`config.mk`:
```
export PLATFORM = sky130hd
export DESIGN_NAME = mbdu_div
export DESIGN_NICKNAME = d
export VERILOG_FILES = /design/src/mbdu_div.sv
export SDC_FILE = /design/constraint.sdc
export NUM_CORES = 2
export LEC_CHECK = 0
export BUFFER_PORTS_ARGS = -buffer_cell sky130_fd_sc_hd__buf_2
export CAP_MARGIN = 5
export CELL_PAD_IN_SITES_DETAIL_PLACEMENT = 0
export CELL_PAD_IN_SITES_GLOBAL_PLACEMENT = 1
export CORE_AREA = 4 4 276 549
export DETAILED_ROUTE_END_ITERATION = 8
export DIE_AREA = 0 0 280 553
export PLACE_DENSITY = 0.86
export SLEW_MARGIN = 5
export SYNTH_ARGS = -nofsm -noshare
export SYNTH_HDL_FRONTEND = slang
export SYNTH_SLANG_ARGS = --single-unit
```
`constraint.sdc`:
```
create_clock -name i_clk -period 4.04 [get_ports i_clk]
set_input_delay 0.404 -clock i_clk [delete_from_list [all_inputs] [get_ports i_clk]]
set_output_delay 0.404 -clock i_clk [all_outputs]
set_load 0.01 [all_outputs]
```
`src/mbdu_div.sv`:
```
`timescale 1ns / 1ps
// ----------------------------------------------------------------------------
// mbdu_div
// Pipelined unsigned restoring divider, one quotient bit per stage.
// ----------------------------------------------------------------------------
module mbdu_div #(
    parameter int NW = 33,
    parameter int DW = 16,
    parameter int SW = 1
) (
    input  logic          i_clk,
    input  logic          i_rst_n,
    input  logic          i_vld,
    input  logic [NW-1:0] i_num,
    input  logic [DW-1:0] i_den,
    input  logic [SW-1:0] i_side,
    output logic          o_vld,
    output logic [NW-1:0] o_quo,
    output logic [SW-1:0] o_side
);

    localparam int AW = DW + NW;

    logic [AW-1:0] r_acc  [NW];
    logic [DW-1:0] r_den  [NW];
    logic [SW-1:0] r_side [NW];
    logic          r_vld  [NW];

    for (genvar k = 0; k < NW; k++) begin : g_stage
        logic [AW-1:0] w_prev;
        logic [DW-1:0] w_den;
        logic [SW-1:0] w_side;
        logic          w_vld;
        logic [DW:0]   w_top;
        logic [DW:0]   w_sub;
        logic          w_q;
        logic [AW-1:0] n_acc;

        if (k == 0) begin : g_first
            assign w_prev = {{DW{1'b0}}, i_num};
            assign w_den  = i_den;
            assign w_side = i_side;
            assign w_vld  = i_vld;
        end else begin : g_next
            assign w_prev = r_acc[k-1];
            assign w_den  = r_den[k-1];
            assign w_side = r_side[k-1];
            assign w_vld  = r_vld[k-1];
        end

        always_comb begin
            w_top = w_prev[AW-1:NW-1];
            w_q   = (w_top >= {1'b0, w_den});
            w_sub = w_q ? (w_top - {1'b0, w_den}) : w_top;
            n_acc = {w_sub[DW-1:0], w_prev[NW-2:0], w_q};
        end

        always_ff @(posedge i_clk) begin
            if (!i_rst_n) begin
                r_vld[k] <= 1'b0;
            end else begin
                r_vld[k] <= w_vld;
            end
        end

        always_ff @(posedge i_clk) begin
            r_acc[k]  <= n_acc;
            r_den[k]  <= w_den;
            r_side[k] <= w_side;
        end
    end

    assign o_vld  = r_vld[NW-1];
    assign o_quo  = r_acc[NW-1][NW-1:0];
    assign o_side = r_side[NW-1];

endmodule

```
### Yosys cells after proc, flatten, opt, wreduce, memory -nomap -nowiden

Memory sizes are Yosys's and may differ from the RTL's.
Cells that the tools add are included.

* word-level logic and storage cells: 171
* output and inout bits: 35
* flip-flop bits (word level): 0
* bits in read-only memories: 0
* memory bits (writable): 2211
* bits of input ports: 53
* bits in latches: 0
* memories kept: 4

Memory list
* r_acc: words 33, bits a word 49, rd ports 33, clocked after memory_dff 0, wr ports 33, RTL line 24 `logic [AW-1:0] r_acc [NW];`
* r_den: words 33, bits a word 16, rd ports 32, clocked after memory_dff 0, wr ports 33, RTL line 25 `logic [DW-1:0] r_den [NW];`
* r_side: words 33, bits a word 1, rd ports 33, clocked after memory_dff 0, wr ports 33, RTL line 26 `logic [SW-1:0] r_side [NW];`
* r_vld: words 33, bits a word 1, rd ports 33, clocked after memory_dff 0, wr ports 33, RTL line 27 `logic r_vld [NW];`

* magnitude comparators: 33
* muxes and demuxes: 68
* bitwise operators: 33
* multipliers: 0
* equality and inequality tests: 0
* add/subtract/negate cells: 33
* shifts and indexed selects: 0
* reduce and logical (&&, ||, !) cells: 0
* divide/modulo/power cells: 0

Operators by type and width (number)
* 17-bit by 16-bit greater-or-equal comparator with 1-bit output: 32
* 16-bit 2-to-1 mux: 33
* 16-bit subtractor: 32
* 1-bit 2-to-1 mux: 35
* 1-bit OR: 33
* 1-bit by 16-bit greater-or-equal comparator with 1-bit output: 1
* 1-bit by 16-bit subtractor with 16-bit output: 1

### Depth between registers and ports, before layout

An unclocked memory read counts as a cell.

* depth in word-level cells: 3
* gate-level depth with buffers: 13
* mapped depth without buffers: 12

### Least setup slack after synthesis

Ideal clock, no wire load.

* kind: reg-to-reg
* start point: mem r_den[21][1], in the netlist r_den[0][337]
* end point: mem r_acc[22][41] in the netlist's numbering
* arrival time: 2846 ps
* setup slack: 1072 ps
* buffers on the path: 1
* cell stages (with the launch flop): 13
* required time: 3919 ps
* period minus slack after synthesis: 2968 ps
* library setup time: 121 ps
* cell sequence: dfxtp_1 > inv_1 > ha_1 > nor2b_4 > o31a_1 > or3_1 > a21oi_2 > a31oi_2 > a31oi_4 > nand2_2 > a211oi_4 > buf_8 > mux2_4

RTL lines (RTL line)
* start, declared: 25
* end, declared: 24

==> flow_metrics.py <==
metrics = {
    "cts": {
        "post_cts_resized": 0,
        "h-tree-depth": 4,
        "cts_buffers": 188,
        "clk-insertion-delay-late_ns": 0.82,
        "cts.repair_timing.setup_buffer_count": 0,
        "root_buffer": "clkbuf_16",
        "cts_tree": "built",
        "clock_sinks": 2179,
        "clockBufferDepth": 4,
        "path_clk_slew_ns": 0.07,
    },
    "final_layout": {
        "final_cell_mix": "dfxtp_1 (2,179), inv_1 (666), ha_1 (514)",
        "drive_above_1_share": 0.111,
        "final_common_cell": "dfxtp_1",
        "fin_area_um2": 83200,
        "nNetsFinal": 7393,
        "fillerInstances": 12418,
        "areaGrowthSynthToFinish_pct": 13.4,
    },
    "timing": {
        "finalSetupViolations": 0,
        "hold_viol": 0,
        "max_slew_margin": 0.147,
        "grt_setup_unrepaired": "no",
        "worst_slew_pin_slew_ns": 1.27,
        "max_freq_mhz": 285,
        "finalSetupTns_ns": 0,
        "post-route-min-period_ns": 3.51,
        "layout_setup_ws_ns": 0.533,
        "fin_skew_ns": 0.0655,
        "final_max_slew_viol_count": 0,
        "period_share": 0.868,
    },
    "flow_run": {
        "max_cap_viol_count": 0,
    },
    "pwr": {
        "switching_share": 0.310,
        "power.switching_mw": 20.3,
        "seqPwrFrac": 0.414,
        "p_per_area_nw_per_um2": 788,
        "p_int_mw": 45.3,
        "leakage_nw": 37.9,
        "clkPwrFrac": 0.280,
        "ir_drop_mv": 0.416,
        "power_frac_comb": 0.306,
    },
    "synthesis": {
        "avgSynthCellArea_um2": 11.3,
        "syn-cell-area_um2": 73400,
        "synth_top_cell_area_share": 0.595,
        "async_flop_share": 0,
        "ys_ff_latch": 2179,
        "synth_cells": 6491,
        "synth_nets": 7089,
        "yosysUniqueCellTypes": 88,
        "synth.largest_area_cell": "dfxtp_1",
        "synth_edf_count": 0,
        "yosys_warnings": 0,
        "synthFlopType": "dfxtp_1",
        "synth_area_leaders": "dfxtp_1 (59%), ha_1 (8.8%), mux2_2 (3.7%)",
        "seq_area_frac_synth": 0.595,
    },
    "global_route": {
        "grt-ovfl-total": 0,
        "grt_max_degree": 34,
        "antenna_found_initial": 3,
        "grt_pass1_wl_mm": 236,
        "first_global_vias": 47695,
        "grtUsageTotal": 0.193,
    },
    "critical_path": {
        "arrival_ns": 4.19,
        "path_class": "flip-flop to flip-flop",
        "crit_fanout": 26,
        "cp_cell_sequence": "inv_1, ha_1, nor2b_1, o21ai_0, a21boi_0, o311ai_0, a21oi_1, nor4_1, o21ai_2, mux2_2",
        "start_kind": "flip-flop",
        "cp.required_ns": 4.73,
        "endpoint_kind": "flip-flop",
        "critPathMaxStageDelay_ns": 0.85,
        "critPathSlowestCell": "o21ai_2",
    },
    "die": {
        "core_um2": 147000,
        "ios": 88,
        "fp.dieW_um": 280,
        "die_h_um": 553,
        "rows": 199,
        "die_area_um2": 155000,
        "initial_utilization": 0.498,
    },
    "routing": {
        "wirelength_mm": 151,
        "ant_nets": 0,
        "drtPass1Iterations": 5,
        "wl_per_cell_um": 17.1,
        "vias_per_cell": 5.09,
        "num_vias": 45097,
        "drt-initial-drc-count": 1631,
        "drc": 0,
    },
    "worst_hold_path": {
        "hold_class": "input port to flip-flop",
    },
    "outcome": {
        "status": "finished, final reports clean",
    },
    "place": {
        "post_dp_cell_area_um2": 76300,
        "dp_hpwl_mm": 117,
        "port_buffers": 87,
        "gp_congestion": 0.937,
        "dp_slack_ns": 0.533,
    },
}
==> power groups by stage <==
stage / combinational [mW] / clock (mW) / sequential, mW
floorplan: 15.3 / 0 / 26.9
global placement: 19.5 / 0 / 27.6
detailed placement: 20.0 / 0 / 27.7
CTS: 20.2 / 19.0 / 27.2
global route: 22.2 / 19.7 / 27.5
finish: 20.1 / 18.3 / 27.2
==> worst paths after layout <==
path / to / from / slack, ns / cells after the start
worst max-delay path: r_acc[25][47] / r_den[0][385] / 0.53 / 10
worst min-delay path: r_vld[30] / i_rst_n / 0.06 / 2
worst max register to register: r_acc[25][47] / r_den[0][385] / 0.53 / 10
worst min register to register: r_acc[4][11] / r_acc[3][10] / 0.29 / 0
==> Yosys cell counts (all sizes together), types with 20 or more instances <==
cell type  number
fa             31
nor3           86
mux2          249
o31a           21
buf            27
nor2b          82
nor2          377
dfxtp        2179
a31oi          47
a211oi         23
and3           28
a21oi         423
clkbuf         45
o31ai          20
ha            514
nand3          60
nand4          62
o21a           60
a211o          20
o21ai         258
a21boi         31
o21bai         31
nand2         251
nand2b         71
inv           666
and2           41
nor4           28
xnor2         238
a21o          150
xor2          122
mux2i          50
==> worst max-delay path, delay by kind of cell (launching register included) <==
kind                     cells  cell delay [ns]
flip-flops                   1             0.37
multiplexers                 1             0.43
AO/OA/AOI/OAI                5             2.07
adder cells (fa/ha/maj)      1             0.28
AND/OR/NAND/NOR              2             0.20
buffers and inverters        1             0.06
==> cells by family after synthesis <==
| family | share of synthesized area |
|---|---|
| mux | 0.0454 |
| xor+xnor | 0.0430 |
| buf+inv | 0.0388 |
| simple gates | 0.0765 |
| flops | 0.595 |
| compound gates | 0.106 |
| fa+ha+maj | 0.0961 |
==> flip-flops by register name (all words and copies together), names as in the netlist <==
name,count
r_acc,1601
r_den,512
r_side,33
r_vld,33
==> repair_timing <==
item,CTS,global route
endpoints found under the hold margin,65,0
hold buffers,51,0
endpoints found under the setup margin,0,0
==> layout make-up <==
type	instances	area [um2]	share of cell area
clock inverter	92	1150	0.0138
multi-input combinational	3574	26900	0.324
inverter	666	2500	0.0300
timing repair buffer	186	1340	0.0162
clock buffer	240	5230	0.0629
sequential	2179	43600	0.524
antenna	8	20.0	0.000241
tap	1909	2390	0.0287
==> stage by stage <==
step / power [mW] / hold slack (ns) / util / std cells
6_report: 65.6 / 0.0585 / 0.565 / 8854
5_1_grt: 69.4 / 0.0616 / 0.565 / 8854
4_1_cts: 66.3 / 0.000281 / 0.565 / 8846
3_5_place_dp: 47.6 / 0.312 / 0.518 / 8463
3_3_place_gp: 47.1 / 0.310 / 0.518 / 8463
2_1_floorplan: 42.2 / 0.310 / - / 6491
==> metal layers <==
| layer | track usage | wire length (um) | up-vias |
|---|---|---|---|
| met1 | 0.133 | 41300 | 21278 |
| met2 | 0.418 | 91100 | 756 |
| met5 | 0 | 0 | - |
| met4 | 0.165 | 15000 | 0 |
| li1 | - | - | 22500 |
| met3 | 0.0260 | 4000 | 563 |
(Power assumes the default switching activity.)
